--- src/rtl/odo_mul.sv ---
`default_nettype none
// Shared signed multiplier: 64 x 16 bits per cycle, then sign fix and
// round-half-up right shift. Result is the low 64 bits.
module odo_mul (
    input  wire logic               clk,
    input  wire logic               rst_n,
    input  wire logic               start,
    input  wire logic signed [63:0] a,
    input  wire logic signed [63:0] b,
    input  wire logic [5:0]         shamt,
    output logic                    done,
    output logic [63:0]             result
);

    typedef enum logic [1:0] {M_IDLE, M_ACC, M_NEG, M_RND} mstate_t;

    mstate_t      state_reg;
    logic [1:0]   dig_reg;
    logic         done_reg;
    logic         neg_reg;
    logic [5:0]   sh_reg;
    logic [63:0]  ma_reg, mb_reg;
    logic [127:0] acc_reg;
    logic [63:0]  res_reg;

    logic [79:0]          pp;
    logic signed [127:0]  half;
    logic signed [127:0]  rnd;

    always_comb
    begin
        pp   = ma_reg * mb_reg[16*dig_reg +: 16];
        half = (sh_reg == 6'd0) ? 128'sd0 : (128'sd1 <<< (sh_reg - 6'd1));
        rnd  = ($signed(acc_reg) + half) >>> sh_reg;
    end

    always_ff @(posedge clk or negedge rst_n)
    begin
        if (!rst_n)
        begin
            state_reg <= M_IDLE;
            done_reg  <= 1'b0;
            dig_reg   <= '0;
        end
        else
        begin
            done_reg <= (state_reg == M_RND);
            unique case (state_reg)
                M_IDLE:
                begin
                    if (start)
                    begin
                        ma_reg    <= a[63] ? 64'(-a) : a;
                        mb_reg    <= b[63] ? 64'(-b) : b;
                        neg_reg   <= a[63] ^ b[63];
                        sh_reg    <= shamt;
                        acc_reg   <= '0;
                        dig_reg   <= 2'd3;
                        state_reg <= M_ACC;
                    end
                end
                // most significant digit first
                M_ACC:
                begin
                    acc_reg <= {acc_reg[111:0], 16'h0000} + 128'(pp);
                    dig_reg <= dig_reg - 2'd1;
                    if (dig_reg == 2'd0)
                    begin
                        state_reg <= M_NEG;
                    end
                end
                M_NEG:
                begin
                    if (neg_reg)
                    begin
                        acc_reg <= -acc_reg;
                    end
                    state_reg <= M_RND;
                end
                M_RND:
                begin
                    res_reg   <= rnd[63:0];
                    state_reg <= M_IDLE;
                end
                default:
                begin
                    state_reg <= M_IDLE;
                end
            endcase
        end
    end

    assign done   = done_reg;
    assign result = res_reg;

endmodule
`default_nettype wire

--- config.mk ---
export PLATFORM = sky130hd
export DESIGN_NAME = odo_mul
export DESIGN_NICKNAME = d
export VERILOG_FILES = /design/src/rtl/odo_mul.sv
export SDC_FILE = /design/constraint.sdc
export NUM_CORES = 2
export LEC_CHECK = 0
export BUFFER_PORTS_ARGS = -buffer_cell sky130_fd_sc_hd__clkbuf_2
export CAP_MARGIN = 30
export CORE_MARGIN = 2
export CORE_UTILIZATION = 55
export DETAILED_ROUTE_END_ITERATION = 12
export GPL_TIMING_DRIVEN = 0
export PLACE_DENSITY_LB_ADDON = 0.12
export REMOVE_ABC_BUFFERS = 1
export SYNTH_ARGS = -nofsm -noshare
export SYNTH_HDL_FRONTEND = slang
export SYNTH_SLANG_ARGS = --single-unit
--- constraint.sdc ---
create_clock -name clk -period 15.2 [get_ports clk]
set_input_delay 0.76 -clock clk [delete_from_list [all_inputs] [get_ports clk]]
set_output_delay 0.76 -clock clk [all_outputs]
set_load 0.01 [all_outputs]
# After elaboration in Yosys (flattened, before gate mapping)
# Index checks and enable logic that the tools add are counted.
# word_totals
ff_bits	332
latch_bits	0
ramBits	0
rom_bits	0
in_bits	137
output_inout_bits	65
word_cells	50
memories	0
# op_classes
addsub	7
mul	1
div	0
n_lt_le_gt_ge	0
n_eq_ne	6
shift	3
muxes	11
bitwise	1
n_reduce_logical	10
# ops
cell	count
128-bit 2-to-1 mux	3
128-bit case mux with 3 select lines	1
128-bit adder	1
128-bit by 80-bit adder with 128-bit output	1
128-bit negator	1
64-bit negator	2
2-bit by 6-bit <<< shifter with 128-bit output, first input constant	1
128-bit by 6-bit >>> shifter with 64-bit output	1
63-bit 2-to-1 mux	2
64-bit by 16-bit multiplier with 80-bit output	1
64-bit by 7-bit indexed part select with 16-bit output	1
2-bit case mux with 4 select lines	1
6-bit zero test	1
2-bit 2-to-1 mux	3
2-bit != test, second input constant	3
2-bit AND reduction	3
6-bit by 1-bit subtractor with 6-bit output, second input constant	1
2-bit equality test, second input constant	2
2-bit zero test	2
2-bit case mux with 2 select lines	1
4-bit AND reduction	1
3-bit AND reduction	1
3-bit nonzero test	1
2-bit by 1-bit equality test with 1-bit output, second input constant	1
other kinds (3)	3

# Depth between registers and ports, before layout
# logic_depth
ltp_word	5
ltp_mapped	33
ltp_nobuf	28

# Worst setup path before layout
# Ideal clock, no wire load.
# synth_timing
kind	reg2reg
start	reg state_reg[0]
end	reg acc_reg[0], enable pin
setup_time_ns	0.969
t_arrival_ns	14.047
required_time_ns	14.231
setup_slack_ns	0.184
path_stages_with_launch	6
n_path_buf	1
synth_period_minus_slack_ns	15.016
cell_sequence	dfrtp_1 -> inv_1 -> ha_1 -> clkbuf_1 -> nor2b_1 -> nor4b_1
# synth_via
elab_chain_cells	3
elab_cells_between_ends	7
classes_between	eq/ne: 4; reduce/logical: 3
# synth_rtl
item	line	source
from (decl)	17	mstate_t state_reg;
from (signal assigned)	41	state_reg <= M_IDLE;
from (signal assigned)	59	state_reg <= M_ACC;
from (signal assigned)	69	state_reg <= M_NEG;
2-bit equality test (tied with other cells)	48	unique case (state_reg)
2-bit != test (no line) / 3-bit nonzero test (equally long branches)	-	
4-bit AND reduction (no line) *	-	
to (signal assigned)	65	acc_reg <= {acc_reg[111:0], 16'h0000} + 128'(pp);
to (signal assigned)	76	acc_reg <= -acc_reg;
to (decl)	23	logic [127:0] acc_reg;
# Every way passes the cells marked *; elsewhere a longest branch is shown, timed or not.
# A chain may end at the register's enable or synchronous reset.

# Worst setup path after layout
# layout_timing
start	reg dig_reg[1]
end	reg acc_reg[125], data pin
# layout_via
elab_chain_cells	4
# layout_rtl
item	line	source
from (decl)	18	logic [1:0] dig_reg;
from (signal assigned)	66	dig_reg <= dig_reg - 2'd1;
64-bit by 7-bit indexed part select with 16-bit output	32	pp = ma_reg * mb_reg[16*dig_reg +: 16];
64-bit by 16-bit multiplier with 80-bit output	32	
128-bit by 80-bit adder with 128-bit output	65	
128-bit case mux with 3 select lines	48	
# No other way between the ends.

==> qor.csv <==
stage;metric;value;unit
sta;setup_viol;0;
sta;period_share;76.52;%
yosys;synth_area;0.06756;mm2
finish;nFillCells;11000;
sta;clock_skew;0.04236;ns
sta;max_freq;85.98;MHz
grt;track_usage;35.06;%
grt;grt_pass1_wl;346300;um
clock_tree;clock_sinks;331;
clock_tree;htreeDepth;2;
routing;initialDrtViolationCount;5700;
critical_path;cp.required;15.57;ns
clock_tree;clk_latency;0.66;ns
critical_path;r2r_start;dig_reg[1]$_DFFE_PN0P_;
finish;layout_commonest_cell;inv_1;
yosys;synthCells;7965;
critical_path;worst_setup_path_end_kind;register;
grt;grt_start_max_net_pins;104;
job;maxCapViolations;0;
floorplanning;dieWidth;354.5;um
routing;wl;218400;um
finish;drive_gt1_share;7.044;%
sta;hold_viol;0;
status;status;complete, no violations;
routing;dr.pass1.iters;9;
critical_path;worstSetupPathType;register to register;
placement;place.gp.congestion;0.9833;
critical_path;arrival;12.00;ns
routing;drc;0;
critical_path;r2r_end;acc_reg[125]$_DFFE_PP_;
routing;vias_per_cell;6.208;
sta;fin_crit;11.63;ns
floorplanning;rows;128;
min_path;hold_path.class;input pin to register;
yosys;syn_avg_cell_area;8.483;um2
finish;largest_reg_flops;127;
routing;routedWlPerCell;23.12;um
finish;layout.cells.non_filler;9449;
sta;tightest_slew;1.098;ns
critical_path;crit_path_max_fanout;64;
floorplanning;die_height;354.5;um
sta;grt_setup_unrepaired;false;
min_path;holdPathStages;1;
sta;slew_headroom;24.91;%
placement;io_buffers;201;
grt;grt_pass1_vias;59510;
clock_tree;cts_tree;built;
critical_path;ff2ff_path_depth;26;
finish;final_cell_mix;inv_1 (1238), nand2_1 (1035), fa_1 (931), and2_1 (391), xnor2_1 (337);
yosys;synth_edf_count;326;
routing;ant_nets;0;
min_path;min_to;sh_reg[5]$_DFFE_PP_;
yosys;synth_ff_type;edfxtp_1;
floorplanning;dieArea;0.1257;mm2
floorplanning;coreArea;0.1219;mm2
yosys;synth.distinct_cells;89;
clock_tree;clockRootBuffer;clkbuf_16;
placement;dp_hpwl;177100;um
finish;nets;9097;
floorplanning;io_pins;202;
sta;slew_violations;0;
yosys;yosys_warnings;0;
clock_tree;clk_path_buf_depth;3;
finish;area_growth;6.374;%
yosys;synth.yosys.seq_area_share;14.67;%
critical_path;cp-start-kind;register;
yosys;async_flop_share;1.511;%
floorplanning;start_util;55.44;%
grt;antenna_found_initial;2;
yosys;yosys_register_bits;331;
clock_tree;numCtsBuffers;42;
grt;grt_overflow;0;
routing;vias;58660;
clock_tree;path_clk_slew;0.07;ns
clock_tree;ctsHoldBuffers;1;
critical_path;r2r_setup_slack;3.57;ns
min_path;hold_start;shamt[5];
placement;post-place-cells;9367;
clock_tree;cts_setup_buffers;0;
clock_tree;cts_resized;0;
-- cells in the mapped netlist (18+ instances only) --
master     count  area share, %
inv_1       1241            6.9
nand2_1     1042            5.8
fa_1         931             28
clkbuf_1     468            2.6
and2_1       392            3.6
nor2_1       338            1.9
xnor2_1      337            4.4
edfxtp_1     326             14
a21oi_1      275            2.0
ha_1         241            4.5
o21ai_0      213            1.6
mux2i_1      187            2.8
nor3_1       174            1.3
nand3_1      142            1.1
xor2_1       126            1.6
nand4_1      109            1.0
a211oi_1     102            1.1
o22ai_1       91           0.84
nor2b_1       88           0.81
a21o_1        78           0.87
or3_1         68           0.63
nor4_1        65           0.60
a22oi_1       64           0.71
mux2_2        59           0.98
o31ai_1       53           0.59
or4_1         49           0.54
buf_1         48           0.27
mux4_2        45            1.5
and3_1        44           0.41
o21a_1        43           0.48
o211ai_1      41           0.46
nand2b_1      38           0.35
o21bai_1      33           0.37
a31oi_1       30           0.28
o221ai_1      28           0.36
or2_2         27           0.25
a221oi_1      23           0.30
o41ai_1       23           0.30
a2111oi_0     20           0.26
o2111ai_1     19           0.25
and4_1        18           0.23
-- critical path, cell delays in order, from the launching register on --
cell       delay (ns)
dfrtp_1          0.97
mux4_4           1.07
nand2_1          0.18
fa_1             0.57
inv_1            0.06
fa_1             0.50
fa_1             0.54
fa_1             0.56
fa_1             0.56
inv_1            0.06
fa_1             0.53
inv_1            0.04
ha_1             0.46
nand4_1          0.19
nor3_1           0.32
nand4_1          0.32
a31oi_1          0.82
o21ai_0          0.36
a21oi_1          0.65
a21oi_1          0.34
o31ai_1          0.66
a21oi_1          0.22
o2bb2ai_2        0.18
buf_8            0.17
nor4_1           0.58
xnor2_1          0.19
o22ai_1          0.09
-- logic make-up (layout without fill, tap and decap cells) --
logic type      Yosys count  after routing  synth area share [%]
other cells               1              3              0.005550
buf+inv                1761           1618                 9.785
mux                     291            291                 5.254
flops                   331            331                 14.67
fa+ha+maj              1172           1172                 32.05
xor+xnor                463            463                 6.002
simple gates           2639           2639                 19.10
compound gates         1307           1307                 13.14
-- cell type report --
cell class	count	area [um2]	area share (%)
Sequential cell	331	9915	13.79
Multi-Input combinational cell	5873	51140	71.15
Inverter	1244	4682	6.514
Antenna cell	2	5.005	0.006964
Tap cell	1625	2033	2.829
Clock buffer	49	1077	1.499
Timing Repair Buffer	296	2673	3.719
Clock inverter	29	347.8	0.4840
-- metal layers --
layer	GRT usage [%]	wire length, um	vias to the layer above
met3	4.411	15620	465
met5	0	27	-
met2	59.11	105800	2459
met1	46.94	89190	29640
met4	11.59	7822	4
li1	-	-	26090
-- metrics by stage --
step	setup TNS, ns	hold slack [ns]	utilization (%)	setup WS [ns]	cell area, um2
floorplan	-34.06	0.4644	-	-0.2682	65620
global placement	-1338.56	0.5822	56.34	-8.507	68660
detailed placement	0	0.6170	57.78	3.843	70420
CTS	0	0.2831	58.96	3.756	71860
global route	0	0.2979	58.97	3.303	71870
finish	0	0.3051	58.97	3.569	71870
-- how the worst max path moves through the flow --
stage | from | to | slack (ns)
3_5_place_dp | dig_reg[1]$_DFFE_PN0P_ | acc_reg[125]$_DFFE_PP_ | 3.84
3_3_place_gp | state_reg[0]$_DFFE_PN0P_ | acc_reg[124]$_DFFE_PP_ | -8.51
2_1_floorplan | state_reg[0]$_DFFE_PN0P_ | acc_reg[0]$_DFFE_PP_ | -0.27
5_1_grt | dig_reg[1]$_DFFE_PN0P_ | acc_reg[117]$_DFFE_PP_ | 3.30
4_1_cts | dig_reg[1]$_DFFE_PN0P_ | acc_reg[117]$_DFFE_PP_ | 3.76
6_report | dig_reg[1]$_DFFE_PN0P_ | acc_reg[125]$_DFFE_PP_ | 3.57
Power is left out: the tool's default activity adds up to more than one toggle a clock period on the data nets, which glitch-free logic cannot reach.
